## src/sv/ccfr_pkg.sv

```systemverilog
// Package for the COBS / CRC-8 frame receiver: sizes, status codes, result type
// and the CRC-8 byte step. No dependencies; imported by every ccfr module.
`default_nettype none
package ccfr_pkg;

    localparam int MAX_ENCODED_BYTES = 264;
    localparam int MAX_DECODED_BYTES = 260;
    localparam int MIN_FRAME_BYTES   = 4;

    localparam int ENC_W = $clog2(MAX_ENCODED_BYTES + 1);
    localparam int DEC_W = $clog2(MAX_DECODED_BYTES + 1);
    localparam int LEN_W = 16;
    localparam int POS_W = 9;
    localparam int CMP_W = (DEC_W > LEN_W + 1) ? DEC_W : LEN_W + 1;

    localparam logic [7:0] DELIM_BYTE = 8'h00;
    localparam logic [7:0] FULL_CODE  = 8'hFF;
    localparam logic [7:0] CRC_POLY   = 8'h07;

    localparam logic KIND_DATA = 1'b0;
    localparam logic KIND_END  = 1'b1;

    typedef enum logic [2:0] {
        STATUS_GOOD      = 3'd0,
        STATUS_SHORT     = 3'd1,
        STATUS_LEN_MISM  = 3'd2,
        STATUS_CRC_MISM  = 3'd3,
        STATUS_BAD_COBS  = 3'd4,
        STATUS_OVERFLOW  = 3'd5
    } t_status;

    typedef struct packed {
        logic             out_kind;
        logic [7:0]       out_byte;
        logic [POS_W-1:0] byte_pos;
        t_status          frame_status;
        logic [7:0]       frame_type;
        logic [LEN_W-1:0] payload_length;
    } t_result;

    typedef struct packed {
        logic    valid;
        t_result data;
    } t_result_req;

    // One byte of CRC-8, MSB first, no reflection.
    function automatic logic [7:0] crc8_step(input logic [7:0] crc, input logic [7:0] b);
        logic [7:0] v;
        v = crc ^ b;
        for (int i = 0; i < 8; i++) begin
            v = v[7] ? ((v << 1) ^ CRC_POLY) : (v << 1);
        end
        return v;
    endfunction

endpackage
`default_nettype wire

```

## src/sv/ccfr_in_stage.sv

```systemverilog
// Input register of the frame receiver: holds one received byte until the
// decoder takes it. Depends on ccfr_pkg.
`default_nettype none
module ccfr_in_stage (
    input  wire logic       i_clk,
    input  wire logic       i_rst_n,
    input  wire logic       i_valid,
    output logic            o_ready,
    input  wire logic [7:0] i_rx_byte,
    input  wire logic       i_advance,
    output logic            o_held,
    output logic [7:0]      o_byte
);
    import ccfr_pkg::*;

    logic       r_valid;
    logic [7:0] r_byte;

    assign o_ready = !r_valid || i_advance;
    assign o_held  = r_valid;
    assign o_byte  = r_byte;

    always_ff @(posedge i_clk) begin
        if (!i_rst_n) begin
            r_valid <= 1'b0;
        end else if (o_ready) begin
            r_valid <= i_valid;
        end
    end

    always_ff @(posedge i_clk) begin
        if (o_ready && i_valid) begin
            r_byte <= i_rx_byte;
        end
    end

endmodule
`default_nettype wire

```

## src/sv/ccfr_decoder.sv

```systemverilog
// COBS decode and CRC-8 check for one byte a cycle while i_advance is high, with all frame state.
// Depends on ccfr_pkg.
`default_nettype none
module ccfr_decoder (
    input  wire logic        i_clk,
    input  wire logic        i_rst_n,
    input  wire logic        i_advance,
    input  wire logic [7:0]  i_byte,
    output ccfr_pkg::t_result_req o_res
);
    import ccfr_pkg::*;

    logic [7:0]       r_rem,  n_rem;
    logic             r_full, n_full;
    logic [ENC_W-1:0] r_enc,  n_enc;
    logic [DEC_W-1:0] r_dec,  n_dec;
    logic [7:0]       r_crc,  n_crc;
    logic [7:0]       r_type, n_type;
    logic [LEN_W-1:0] r_len,  n_len;
    logic             r_bad,  n_bad;

    t_status    end_status;
    logic       take;
    logic [7:0] take_byte;

    always_comb begin
        if (r_bad || r_rem != 8'd0) begin
            end_status = STATUS_BAD_COBS;
        end else if (r_dec < DEC_W'(MIN_FRAME_BYTES)) begin
            end_status = STATUS_SHORT;
        end else if (CMP_W'(r_dec) != CMP_W'(r_len) + CMP_W'(MIN_FRAME_BYTES)) begin
            end_status = STATUS_LEN_MISM;
        end else if (r_crc != 8'd0) begin
            end_status = STATUS_CRC_MISM;
        end else begin
            end_status = STATUS_GOOD;
        end
    end

    always_comb begin
        n_rem  = r_rem;
        n_full = r_full;
        n_enc  = r_enc;
        n_dec  = r_dec;
        n_crc  = r_crc;
        n_type = r_type;
        n_len  = r_len;
        n_bad  = r_bad;
        take      = 1'b0;
        take_byte = 8'd0;
        o_res     = '0;
        if (i_advance) begin
            if (i_byte == DELIM_BYTE || r_enc >= ENC_W'(MAX_ENCODED_BYTES)) begin
                // end of frame, or overflow: report unless the frame is empty, and start over
                if (i_byte != DELIM_BYTE || r_enc != '0) begin
                    o_res.valid               = 1'b1;
                    o_res.data.out_kind       = KIND_END;
                    o_res.data.byte_pos       = POS_W'(r_dec);
                    o_res.data.frame_status   = (i_byte == DELIM_BYTE) ? end_status
                                                                       : STATUS_OVERFLOW;
                    o_res.data.frame_type     = r_type;
                    o_res.data.payload_length = r_len;
                end
                n_rem  = 8'd0;
                n_full = 1'b0;
                n_enc  = '0;
                n_dec  = '0;
                n_crc  = 8'd0;
                n_type = 8'd0;
                n_len  = '0;
                n_bad  = 1'b0;
            end else begin
                n_enc = r_enc + ENC_W'(1);
                if (r_rem == 8'd0) begin
                    // code byte: implied zero unless it opens the frame or the last block was full
                    take   = (r_enc != '0) && !r_full;
                    n_rem  = i_byte - 8'd1;
                    n_full = (i_byte == FULL_CODE);
                end else begin
                    take      = 1'b1;
                    take_byte = i_byte;
                    n_rem     = r_rem - 8'd1;
                end
                if (take) begin
                    if (r_dec >= DEC_W'(MAX_DECODED_BYTES)) begin
                        n_bad = 1'b1;
                    end else begin
                        if (r_dec == DEC_W'(0)) begin
                            n_type = take_byte;
                        end
                        if (r_dec == DEC_W'(1)) begin
                            n_len = {r_len[15:8], take_byte};
                        end
                        if (r_dec == DEC_W'(2)) begin
                            n_len = {take_byte, r_len[7:0]};
                        end
                        n_crc = crc8_step(r_crc, take_byte);
                        n_dec = r_dec + DEC_W'(1);
                        o_res.valid             = 1'b1;
                        o_res.data.out_kind     = KIND_DATA;
                        o_res.data.out_byte     = take_byte;
                        o_res.data.byte_pos     = POS_W'(r_dec);
                        o_res.data.frame_status = STATUS_GOOD;
                    end
                end
            end
        end
    end

    always_ff @(posedge i_clk) begin
        if (!i_rst_n) begin
            r_rem  <= 8'd0;
            r_full <= 1'b0;
            r_enc  <= '0;
            r_dec  <= '0;
            r_crc  <= 8'd0;
            r_type <= 8'd0;
            r_len  <= '0;
            r_bad  <= 1'b0;
        end else begin
            r_rem  <= n_rem;
            r_full <= n_full;
            r_enc  <= n_enc;
            r_dec  <= n_dec;
            r_crc  <= n_crc;
            r_type <= n_type;
            r_len  <= n_len;
            r_bad  <= n_bad;
        end
    end

    a_enc_bound: assert property (@(posedge i_clk) disable iff (!i_rst_n)
        r_enc <= ENC_W'(MAX_ENCODED_BYTES))
        else $error("encoded count past limit");

    a_dec_bound: assert property (@(posedge i_clk) disable iff (!i_rst_n)
        r_dec <= DEC_W'(MAX_DECODED_BYTES))
        else $error("decoded count past limit");

    a_end_clears: assert property (@(posedge i_clk) disable iff (!i_rst_n)
        (o_res.valid && o_res.data.out_kind == KIND_END)
        |=> (r_enc == '0 && r_dec == '0 && r_crc == 8'd0 && !r_bad))
        else $error("frame state not cleared after end item");

    a_dec_follows_enc: assert property (@(posedge i_clk) disable iff (!i_rst_n)
        (r_enc == '0) |-> (r_dec == '0 && r_rem == 8'd0))
        else $error("decoded bytes without encoded bytes");

    a_data_status: assert property (@(posedge i_clk) disable iff (!i_rst_n)
        (o_res.valid && o_res.data.out_kind == KIND_DATA)
        |-> (o_res.data.frame_status == STATUS_GOOD && o_res.data.frame_type == 8'd0))
        else $error("data item carries end fields");

endmodule
`default_nettype wire

```

## src/sv/ccfr_out_reg.sv

```systemverilog
// Result register of the frame receiver: holds one request until the
// downstream side takes it. Depends on ccfr_pkg.
`default_nettype none
module ccfr_out_reg (
    input  wire logic        i_clk,
    input  wire logic        i_rst_n,
    input  wire logic        i_load,
    input  wire ccfr_pkg::t_result_req i_res,
    input  wire logic        i_ready,
    output logic             o_free,
    output logic             o_valid,
    output ccfr_pkg::t_result o_data
);
    import ccfr_pkg::*;

    logic    r_valid;
    t_result r_data;

    assign o_free  = !r_valid || i_ready;
    assign o_valid = r_valid;
    assign o_data  = r_data;

    always_ff @(posedge i_clk) begin
        if (!i_rst_n) begin
            r_valid <= 1'b0;
        end else if (i_load) begin
            r_valid <= i_res.valid;
        end else if (i_ready) begin
            r_valid <= 1'b0;
        end
    end

    always_ff @(posedge i_clk) begin
        if (i_load && i_res.valid) begin
            r_data <= i_res.data;
        end
    end

endmodule
`default_nettype wire

```

## src/sv/cobs_crc8_frame_receiver_unit.sv

```systemverilog
// Top level of the COBS / CRC-8 frame receiver: input register, decoder and
// result register. Depends on ccfr_pkg, ccfr_in_stage, ccfr_decoder, ccfr_out_reg.
//
// Usage:
//   Input channel i_valid / o_ready / i_rx_byte carries received encoded bytes;
//   a zero byte ends a frame. Output channel o_valid / i_ready carries one
//   request per decoded byte (out_kind 0, byte and position) and one end request
//   per nonempty frame (out_kind 1, status, type, length, decoded count).
//   A code byte that stands for no zero, an empty frame's delimiter and a byte
//   past the decoded limit give no request.
//   An accepted byte waits in the input register, is decoded combinationally,
//   and its request is loaded into the result register, which drives o_valid.
//   Throughput: one byte per cycle; the decoder takes one byte a cycle from the
//   input register whenever the result register is empty or being emptied.
//   While i_ready is low with a request presented, the result register holds it,
//   the decoder stops, and o_ready drops once the input register is full.
//   Reset (i_rst_n low at a clock edge) clears both registers' valid flags and
//   all frame state, so the block waits for the start of a new frame.
`default_nettype none
module cobs_crc8_frame_receiver_unit (
    input  wire logic        i_clk,
    input  wire logic        i_rst_n,
    input  wire logic        i_valid,
    output logic             o_ready,
    input  wire logic [7:0]  i_rx_byte,
    output logic             o_valid,
    input  wire logic        i_ready,
    output logic             o_out_kind,
    output logic [7:0]       o_out_byte,
    output logic [ccfr_pkg::POS_W-1:0] o_byte_pos,
    output logic [2:0]       o_frame_status,
    output logic [7:0]       o_frame_type,
    output logic [ccfr_pkg::LEN_W-1:0] o_payload_length
);
    import ccfr_pkg::*;

    logic        held;
    logic [7:0]  held_byte;
    logic        out_free;
    logic        advance;
    t_result_req dec_res;
    t_result     out_data;

    // move a byte into the decoder only when its result has a place to go
    assign advance = held && out_free;

    ccfr_in_stage u_in (
        .i_clk     (i_clk),
        .i_rst_n   (i_rst_n),
        .i_valid   (i_valid),
        .o_ready   (o_ready),
        .i_rx_byte (i_rx_byte),
        .i_advance (advance),
        .o_held    (held),
        .o_byte    (held_byte)
    );

    ccfr_decoder u_dec (
        .i_clk     (i_clk),
        .i_rst_n   (i_rst_n),
        .i_advance (advance),
        .i_byte    (held_byte),
        .o_res     (dec_res)
    );

    ccfr_out_reg u_out (
        .i_clk   (i_clk),
        .i_rst_n (i_rst_n),
        .i_load  (advance),
        .i_res   (dec_res),
        .i_ready (i_ready),
        .o_free  (out_free),
        .o_valid (o_valid),
        .o_data  (out_data)
    );

    assign o_out_kind       = out_data.out_kind;
    assign o_out_byte       = out_data.out_byte;
    assign o_byte_pos       = out_data.byte_pos;
    assign o_frame_status   = out_data.frame_status;
    assign o_frame_type     = out_data.frame_type;
    assign o_payload_length = out_data.payload_length;

endmodule
`default_nettype wire
```

## config.mk

```make
export PLATFORM = sky130hd
export DESIGN_NAME = cobs_crc8_frame_receiver_unit
export DESIGN_NICKNAME = d
export VERILOG_FILES = /design/src/sv/ccfr_pkg.sv /design/src/sv/ccfr_in_stage.sv /design/src/sv/ccfr_decoder.sv /design/src/sv/ccfr_out_reg.sv /design/src/sv/cobs_crc8_frame_receiver_unit.sv
export SDC_FILE = /design/constraint.sdc
export NUM_CORES = 1
export LEC_CHECK = 0
export BUFFER_PORTS_ARGS = -buffer_cell sky130_fd_sc_hd__buf_2
export CORE_ASPECT_RATIO = 2
export CORE_MARGIN = 2
export CORE_UTILIZATION = 62
export DETAILED_ROUTE_END_ITERATION = 10
export GPL_TIMING_DRIVEN = 0
export HOLD_SLACK_MARGIN = 0.03
export PLACE_DENSITY = 0.83
export SLEW_MARGIN = 20
export SYNTH_ARGS = -nofsm -noshare
export SYNTH_HDL_FRONTEND = slang
export SYNTH_HIERARCHICAL = 1
export SYNTH_SLANG_ARGS = --single-unit
export TNS_END_PERCENT = 5
```

## constraint.sdc

```tcl
create_clock -name i_clk -period 7.5 [get_ports i_clk]
set_clock_uncertainty 0.05 [all_clocks]
set_input_delay 0.75 -clock i_clk [delete_from_list [all_inputs] [get_ports i_clk]]
set_output_delay 0.75 -clock i_clk [all_outputs]
set_load 0.02 [all_outputs]
```

==> impl_results.md, run 1 <==
- Status: complete, no violations
- Pin count of the biggest net entering global routing: 47
- GRT overflow: 0
- Total power draw: between 2 and 2.5 mW
- Pleak: 2.624 nW
- Die ar.: 10010 um^2
- RSZ-0062 raised after global routing: no
- Mapped Area: 5690 um^2
- Mux cell area share after synthesis: 0.01957
- Slowest CP cell: and2_4
- CTS Buffer Depth: 2
- Syn Inst Count: 560
- R2r setup slk: 4120 ps
- Synthesized area per cell: 10.16 um^2
- DRC viols: 0
- Worst-margin pin slew: roughly 950 ps
- Final setup fails: 0
- Post-synthesis compound-gate area fraction: 0.1240
- Primary FF master, synth: dfxtp_1
- Slew Limit Fails: 0
- #FFs+latches synth: 115
- Initial antenna violation count: 0
- Buffers on Ports: 58
- Final Hold Fails: 0
- Final-stage net count: about 660
- # hold bufs at CTS: 0
- Maxcap violations: 0
- I/O Pins: 59
- Layout cells sized above 1: 0.1985
- CP Data Arrival Time: 3380 ps
- Average wire per standard cell: between 15 and 20 um
- Adder-Cell Fraction of Synth Area: 0.01759
- R2R cell count: 8
- RePlAce Congestion: 0.9308
- Drt initial violations: 353
- Worst EP required: 7500 ps
- Routed wire length: about 14000 um
- Total CTS buffers: 17
- Area growth, synth to finish: 18.07%
- Drt pass-1 iters: 5
- All-layer global routing usage: 0.2871
- R2R Path End: u_out/o_data[39]$_DFFE_PP_
- Post-Synth XOR/XNOR Area: 0.08245
- Vias per std cell: 6.265
- Hold_sp: u_dec/r_type[6]$_SDFFE_PN0P_
- Worst-path clk slew: 60 ps
- Post-synthesis sequential area ratio: 0.4978
- Setup crit start: u_in/o_byte[4]$_DFFE_PP_
- Cell variety after synth: 67
- Post-synthesis simple-gate area fraction: 0.2243
- Die W: 71.74 um
- Total clock sinks: 115
- VDD IR max: 0.2473 mV
- Commonest non-fill, non-tap cells in the layout: buf_2, dfxtp_1, nand2_1
- Tcrit/Tclk final: 0.4512
- Worst hold stages: 2
- ANT cells: 0
- Endpoint, Worst Hold: u_dec/r_type[6]$_SDFFE_PN0P_
- Relative slew slack: 0.3586
- Power Dens Cells: 347.7 nW/um^2
- H-tree depth: 4
- Insertion delay to the later sink of the worst-skew pair: 410 ps
- DR vias: 4711
- Hold Crit Class: register to register
- Setup TNS: 0 ps
- Maximum clock frequency: 0.2955 GHz
- Crit path max fanout: 46
- Starting Density: 0.6357
- Synth warn: 6
- Commonest non-fill, non-tap cell in the layout: buf_2
- # Post-CTS Setup Buffers: 0
- Filler Cell Count: 633
- CTS tree: yes
- Number of synthesized flops with an enable pin: 53
- WS Path Type: register to register
- # rows: 49
- Tmin final: 3384 ps
- Crit-path cells: buf_2 -> nor2_1 -> nand3_1 -> nand2_1 -> buf_4 -> o21ai_4 -> a21oi_1 -> and2_4
- CTS resizes: 0
- Core Area: about 9000 um^2
- Largest family of logic cells by synthesized area: simple AND/OR/NAND/NOR gates
- Worst path max stage delay: 650 ps
- CTS root buffer: clkbuf_16
- Post-synth ARST share: 0
- Post-route ant nets: 0
- DIE HEIGHT: 139.5 um
- First-pass GRT wire length: 22020 um
- Vias in the first global route: 4644
- RR Startpoint: u_in/o_byte[4]$_DFFE_PP_
- Syn nets: 580
- DP Wirelength: 9802 um
- Critical Path Start Type: register
- CP Capture Type: register
[critical path: cells and delay by family, from the launching register on]
kind	cells	cell delay (ps)
flip-flops	1	350
buffers and inverters	2	460
AO/OA/AOI/OAI	2	680
AND/OR/NAND/NOR	4	1450
[synthesized netlist by cell type (3+ instances only)]
cell,number,area share
dfxtp_1,62,0.22
nand2_1,56,0.037
edfxtp_1,53,0.28
nand3_1,33,0.029
nor2_1,29,0.019
o21ai_0,29,0.026
xnor2_1,29,0.045
and3_1,28,0.031
and2_1,22,0.024
xor2_1,22,0.034
a21oi_1,19,0.017
clkbuf_1,13,0.0086
inv_1,13,0.0086
buf_2,12,0.011
mux2i_1,10,0.018
nor4_1,10,0.011
nand4_1,9,0.0099
ha_1,8,0.018
nor3_1,8,0.0070
a22o_1,7,0.011
a31oi_1,7,0.0077
or3_1,5,0.0055
nor2b_1,4,0.0044
or4_1,4,0.0053
a2111oi_0,3,0.0046
a21boi_0,3,0.0040
buf_4,3,0.0040
nand2b_1,3,0.0033
o211ai_1,3,0.0040
o21a_1,3,0.0040
[layer usage]
layer | vias to the layer above | track usage | wire length, um
met5 | - | 0 | 0
met4 | 0 | 0.1837 | 749
met3 | 75 | 0.07096 | 829
met2 | 233 | 0.5151 | 7488
met1 | 2228 | 0.2819 | 4849
li1 | 2175 | - | -
[cell families after synthesis]
family	count (synthesis)
xor+xnor	52
compound gates	98
buf+inv	43
mux	11
flops	115
fa+ha+maj	8
simple gates	233
[area by class of cell]
type                       count  area, um^2  area share
sequential                   115        2833      0.4216
clock buffer                  20       456.7     0.06797
multi-input combinational    402        2663      0.3963
clock inverter                12       153.9     0.02291
buffer                        30       146.4     0.02179
tap                          102       127.6     0.01899
timing repair buffer          58       290.3     0.04320
inverter                      13       48.80    0.007263
[worst max path at each step]
| stage | to | slack (ps) | cells after the start |
|---|---|---|---|
| after global routing | u_out/o_data[19]$_DFFE_PP_ | 3870 | 8 |
| after global placement | u_out/o_data[37]$_DFFE_PP_ | 3980 | 7 |
| final | u_out/o_data[39]$_DFFE_PP_ | 4120 | 8 |
| after floorplan | u_out/o_data[0]$_DFFE_PP_ | 4670 | 6 |
| after CTS | u_out/o_data[19]$_DFFE_PP_ | 4160 | 8 |
| after detailed placement | u_out/o_data[40]$_DFFE_PP_ | 3880 | 7 |
[flip-flops by register name, summed over array words and instances (netlist names)]
signal         count
u_dec/r_dec        9
u_dec/r_full       1
u_in/o_byte        8
u_dec/r_crc        8
u_dec/r_type       8
u_in/o_held        1
u_out/o_data      45
u_dec/r_enc        9
u_dec/r_len       16
u_out/o_valid      1
u_dec/r_bad        1
u_dec/r_rem        8
[power breakdown]
group          internal (mW)  switching (mW)
Sequential             0.727          0.0618
Clock                  0.540           0.284
Combinational          0.278           0.445
Total                   1.54           0.791
[metrics by stage]
stage                       util  setup slack (ps)  hold slack, ps  cells  area [um^2]
after detailed placement  0.6824              3876           408.1    720         6108
after global routing      0.7506              3866           448.1    752         6719
after CTS                 0.7506              4155           421.1    752         6719
final                     0.7506              4116           416.3    752         6719
after global placement    0.6824              3977           400.3    720         6108
after floorplan                -              4672           385.9    560         5690
Note: power is estimated with default switching activity, not from simulation.
==> run 2: changes to the inputs <==
- ABC_AREA: not set -> 1
- CORE_UTILIZATION: 62 -> 54
- PLACE_DENSITY: 0.83 -> 0.77
- clock period: 7.5 -> 2.8 ns (I/O delays scaled with it)
==> run 2 against run 1 <==
Wire length rose by 23%. Via count rose by 21%. Final cell count rose by 38%. Non-clock buffer count rose by 13. Global-route usage rose by 0.47 points. First-iteration DRC count rose by 18%. Sequential share of layout area fell by 3.4 points. Clock power rose to 2.6 times the previous value. Die area rose by 20%. Fmax rose by 24%. Highest routed layer unchanged.
==> impl_results.md, run 2 <==
- DR vias: approximately 5700
- CTS Buffer Depth: 2
- Vias per std cell: 5.516
- Worst path max stage delay: 430 ps
- Commonest non-fill, non-tap cell in the layout: nand2_1
- Pin count of the biggest net entering global routing: 17
- Switching Share: 0.3846
- Part of the power in registers: 0.308
- Maximum clock frequency: 0.3651 GHz
- Hold Crit Class: input port to register
- Combinational fraction of design power: 0.372
- Number of synthesized flops with an enable pin: 53
- Worst-path clk slew: roughly 60 ps
- P_int: around 4.1 mW
- Most common cell in the synthesized netlist: nand2_1
- H-tree depth: 4
- First-pass GRT wire length: 26680 um
- Drt initial violations: 417
- Syn nets: 802
- Worst-margin pin slew: 918.3 ps
- CP Capture Type: register
- Critical path capture point: u_out/o_data[38]$_DFFE_PP_
- Main area contributors after synthesis: edfxtp_1, dfxtp_1, nand2_1, nor2_1, inv_1
- DRC viols: 0
- Cell variety after synth: 40
- Final setup margin: 60.77 ps
- CTS root buffer: clkbuf_16
- CP most frequent cell: nand2_4
- Setup crit start: u_in/o_byte[1]$_DFFE_PP_
- Setup TNS: 0 ps
- Initial antenna violation count: 0
- Insertion delay to the later sink of the worst-skew pair: ~420 ps
- DIE HEIGHT: 153.1 um
- Post-synth top area cell: edfxtp_1
- Total power draw: 6.710 mW
- Buffers on Ports: just under 60
- Slew Limit Fails: 0
- Final-stage net count: 904
- Final Hold Fails: 0
- Die W: 78.55 um
- I/O Pins: between 50 and 60
- Commonest non-fill, non-tap cells in the layout: nand2_1, nor2_1, inv_1
- Status: complete, no violations
- Routed wire length: 17050 um
- Mapped Area: 6002 um^2
- ANT cells: 0
- Total clock sinks: 115
- Critical Path Start Type: register
- Crit path max fanout: 10
- Power share of the clock group: 0.320
- Relative slew slack: 0.3813
- Layout cells sized above 1: 0.1661
- Primary FF master, synth: dfxtp_1
- Average wire per standard cell: 16.44 um
- Pleak: approximately 3.0 nW
- Worst EP required: approximately 2900 ps
- #FFs+latches synth: about 120
- Maxcap violations: 0
- Slowest CP cell: edfxtp_1
- CTS tree: yes
- Synth warn: 6
- Post-synthesis sequential area ratio: 0.4720
- Final setup fails: 0
- Max reg flops: between 40 and 50
- GRT overflow: 0
- Syn Inst Count: a little under 800
- Core Area: roughly 11000 um^2
- Die ar.: 12030 um^2
- WS Path Type: register to register
- Post-synth top cells: nand2_1, nor2_1, inv_1
- All-layer global routing usage: 0.2918
- Starting Density: 0.5518
- VDD IR max: between 0.6 and 0.7 mV
- R2R Path End: u_out/o_data[38]$_DFFE_PP_
- # rows: 54
- RR Startpoint: u_in/o_byte[1]$_DFFE_PP_
- Post-route ant nets: 0
- Top cell type's share of synthesized area: 0.2652
- Vias in the first global route: 5659
- Post-synth ARST share: 0
- Switch Pwr: 2.581 mW
- CP Data Arrival Time: approximately 2800 ps
- Total CTS buffers: 17
- Tmin final: 2739 ps
- RePlAce Congestion: 0.9623
- RSZ-0062 raised after global routing: no
- Crit-path cells: nor4_2 -> nand4_2 -> nand2_4 -> nor2_4 -> nor2_8 -> nand2_8 -> or2_1 -> buf_6 -> inv_1 -> nand2_4 -> clkinvlp_4 -> buf_4
- Synthesized area per cell: 7.675 um^2
- Area growth, synth to finish: 21.83%
- DP Wirelength: around 12000 um
- Final core utilization: 0.6722
- R2R cell count: 12
- Drt pass-1 iters: 6
- Tcrit/Tclk final: 0.9783
- Dpl ws: -704.5 ps
- Power Dens Cells: 917.7 nW/um^2
- R2r setup slk: 60 ps
-- run 2: cell type report --
cell class | instances | area, um^2
fill | 896 | 3566
sequential | 115 | 2833
multi-input combinational | 557 | 2740
timing repair buffer | 80 | 500.5
clock buffer | 17 | 425.4
inverter | 89 | 337.8
tap | 140 | 175.2
clock inverter | 15 | 166.4
buffer | 21 | 111.4
timing repair inverter | 3 | 22.52
-- run 2: worst max-delay path, delay by kind of cell (launching register included) --
kind | cells | cell delay (ps)
and+or+nand+nor | 8 | 1360
DFF | 1 | 430
buffers and inverters | 4 | 570
-- run 2: cells by family (layout without fill, tap and decap cells) --
logic type      count (synthesis)  after routing  synth area share
fa+ha+maj                       8              8           0.01668
flops                         115            115            0.4720
xor+xnor                       27             27           0.03940
buf+inv                       110            225           0.07421
simple gates                  445            445            0.3285
compound gates                 77             77           0.06921
-- run 2: worst min-delay path by stage --
stage          slack, ps                            to  cells after the start                          from
2_1_floorplan        330      u_in/o_byte[0]$_DFFE_PP_                      0                  i_rx_byte[0]
3_3_place_gp         400  u_dec/r_type[5]$_SDFFE_PN0P_                      2  u_dec/r_type[5]$_SDFFE_PN0P_
3_5_place_dp         410      u_in/o_byte[3]$_DFFE_PP_                      1                  i_rx_byte[3]
4_1_cts               80      u_in/o_held$_SDFFE_PN0P_                      3                       i_valid
5_1_grt               80      u_in/o_held$_SDFFE_PN0P_                      3                       i_valid
6_report              90      u_in/o_held$_SDFFE_PN0P_                      3                       i_valid
-- run 2: what timing repair did --
item | CTS | global route
gates resized for setup | 6 | 0
setup endpoints to repair | 45 | 45
pin swaps | 2 | 2
gates cloned | 3 | 0
hold buffers | 8 | 0
buffers inserted | 11 | 4
endpoints found under the hold margin | 8 | 0
-- run 2: routing by layer --
metal / part of all wire / GRT usage / up-vias
met5: 0 / 0 / -
met4: 0.068 / 0.2164 / 0
met3: 0.049 / 0.05018 / 80
met2: 0.56 / 0.5523 / 258
met1: 0.33 / 0.2635 / 2638
li1: - / - / 2744
-- run 2: power by group through the flow --
stage	Clock (mW)	Sequential (mW)	Combinational [mW]
3_3_place_gp	0	2.08	2.21
5_1_grt	2.24	2.08	2.73
2_1_floorplan	0	2.14	1.65
6_report	2.15	2.06	2.50
3_5_place_dp	0	2.09	2.29
4_1_cts	2.16	2.06	2.38
-- run 2: per-stage QoR --
step                instance area [um^2]  hold WS (ps)  cells
global route                        7312         84.00   1037
CTS                                 7282         80.81   1033
global placement                    6471         404.7    980
detailed placement                  6471         408.1    980
floorplan                           6006         328.9    782
finish                              7312         86.67   1037
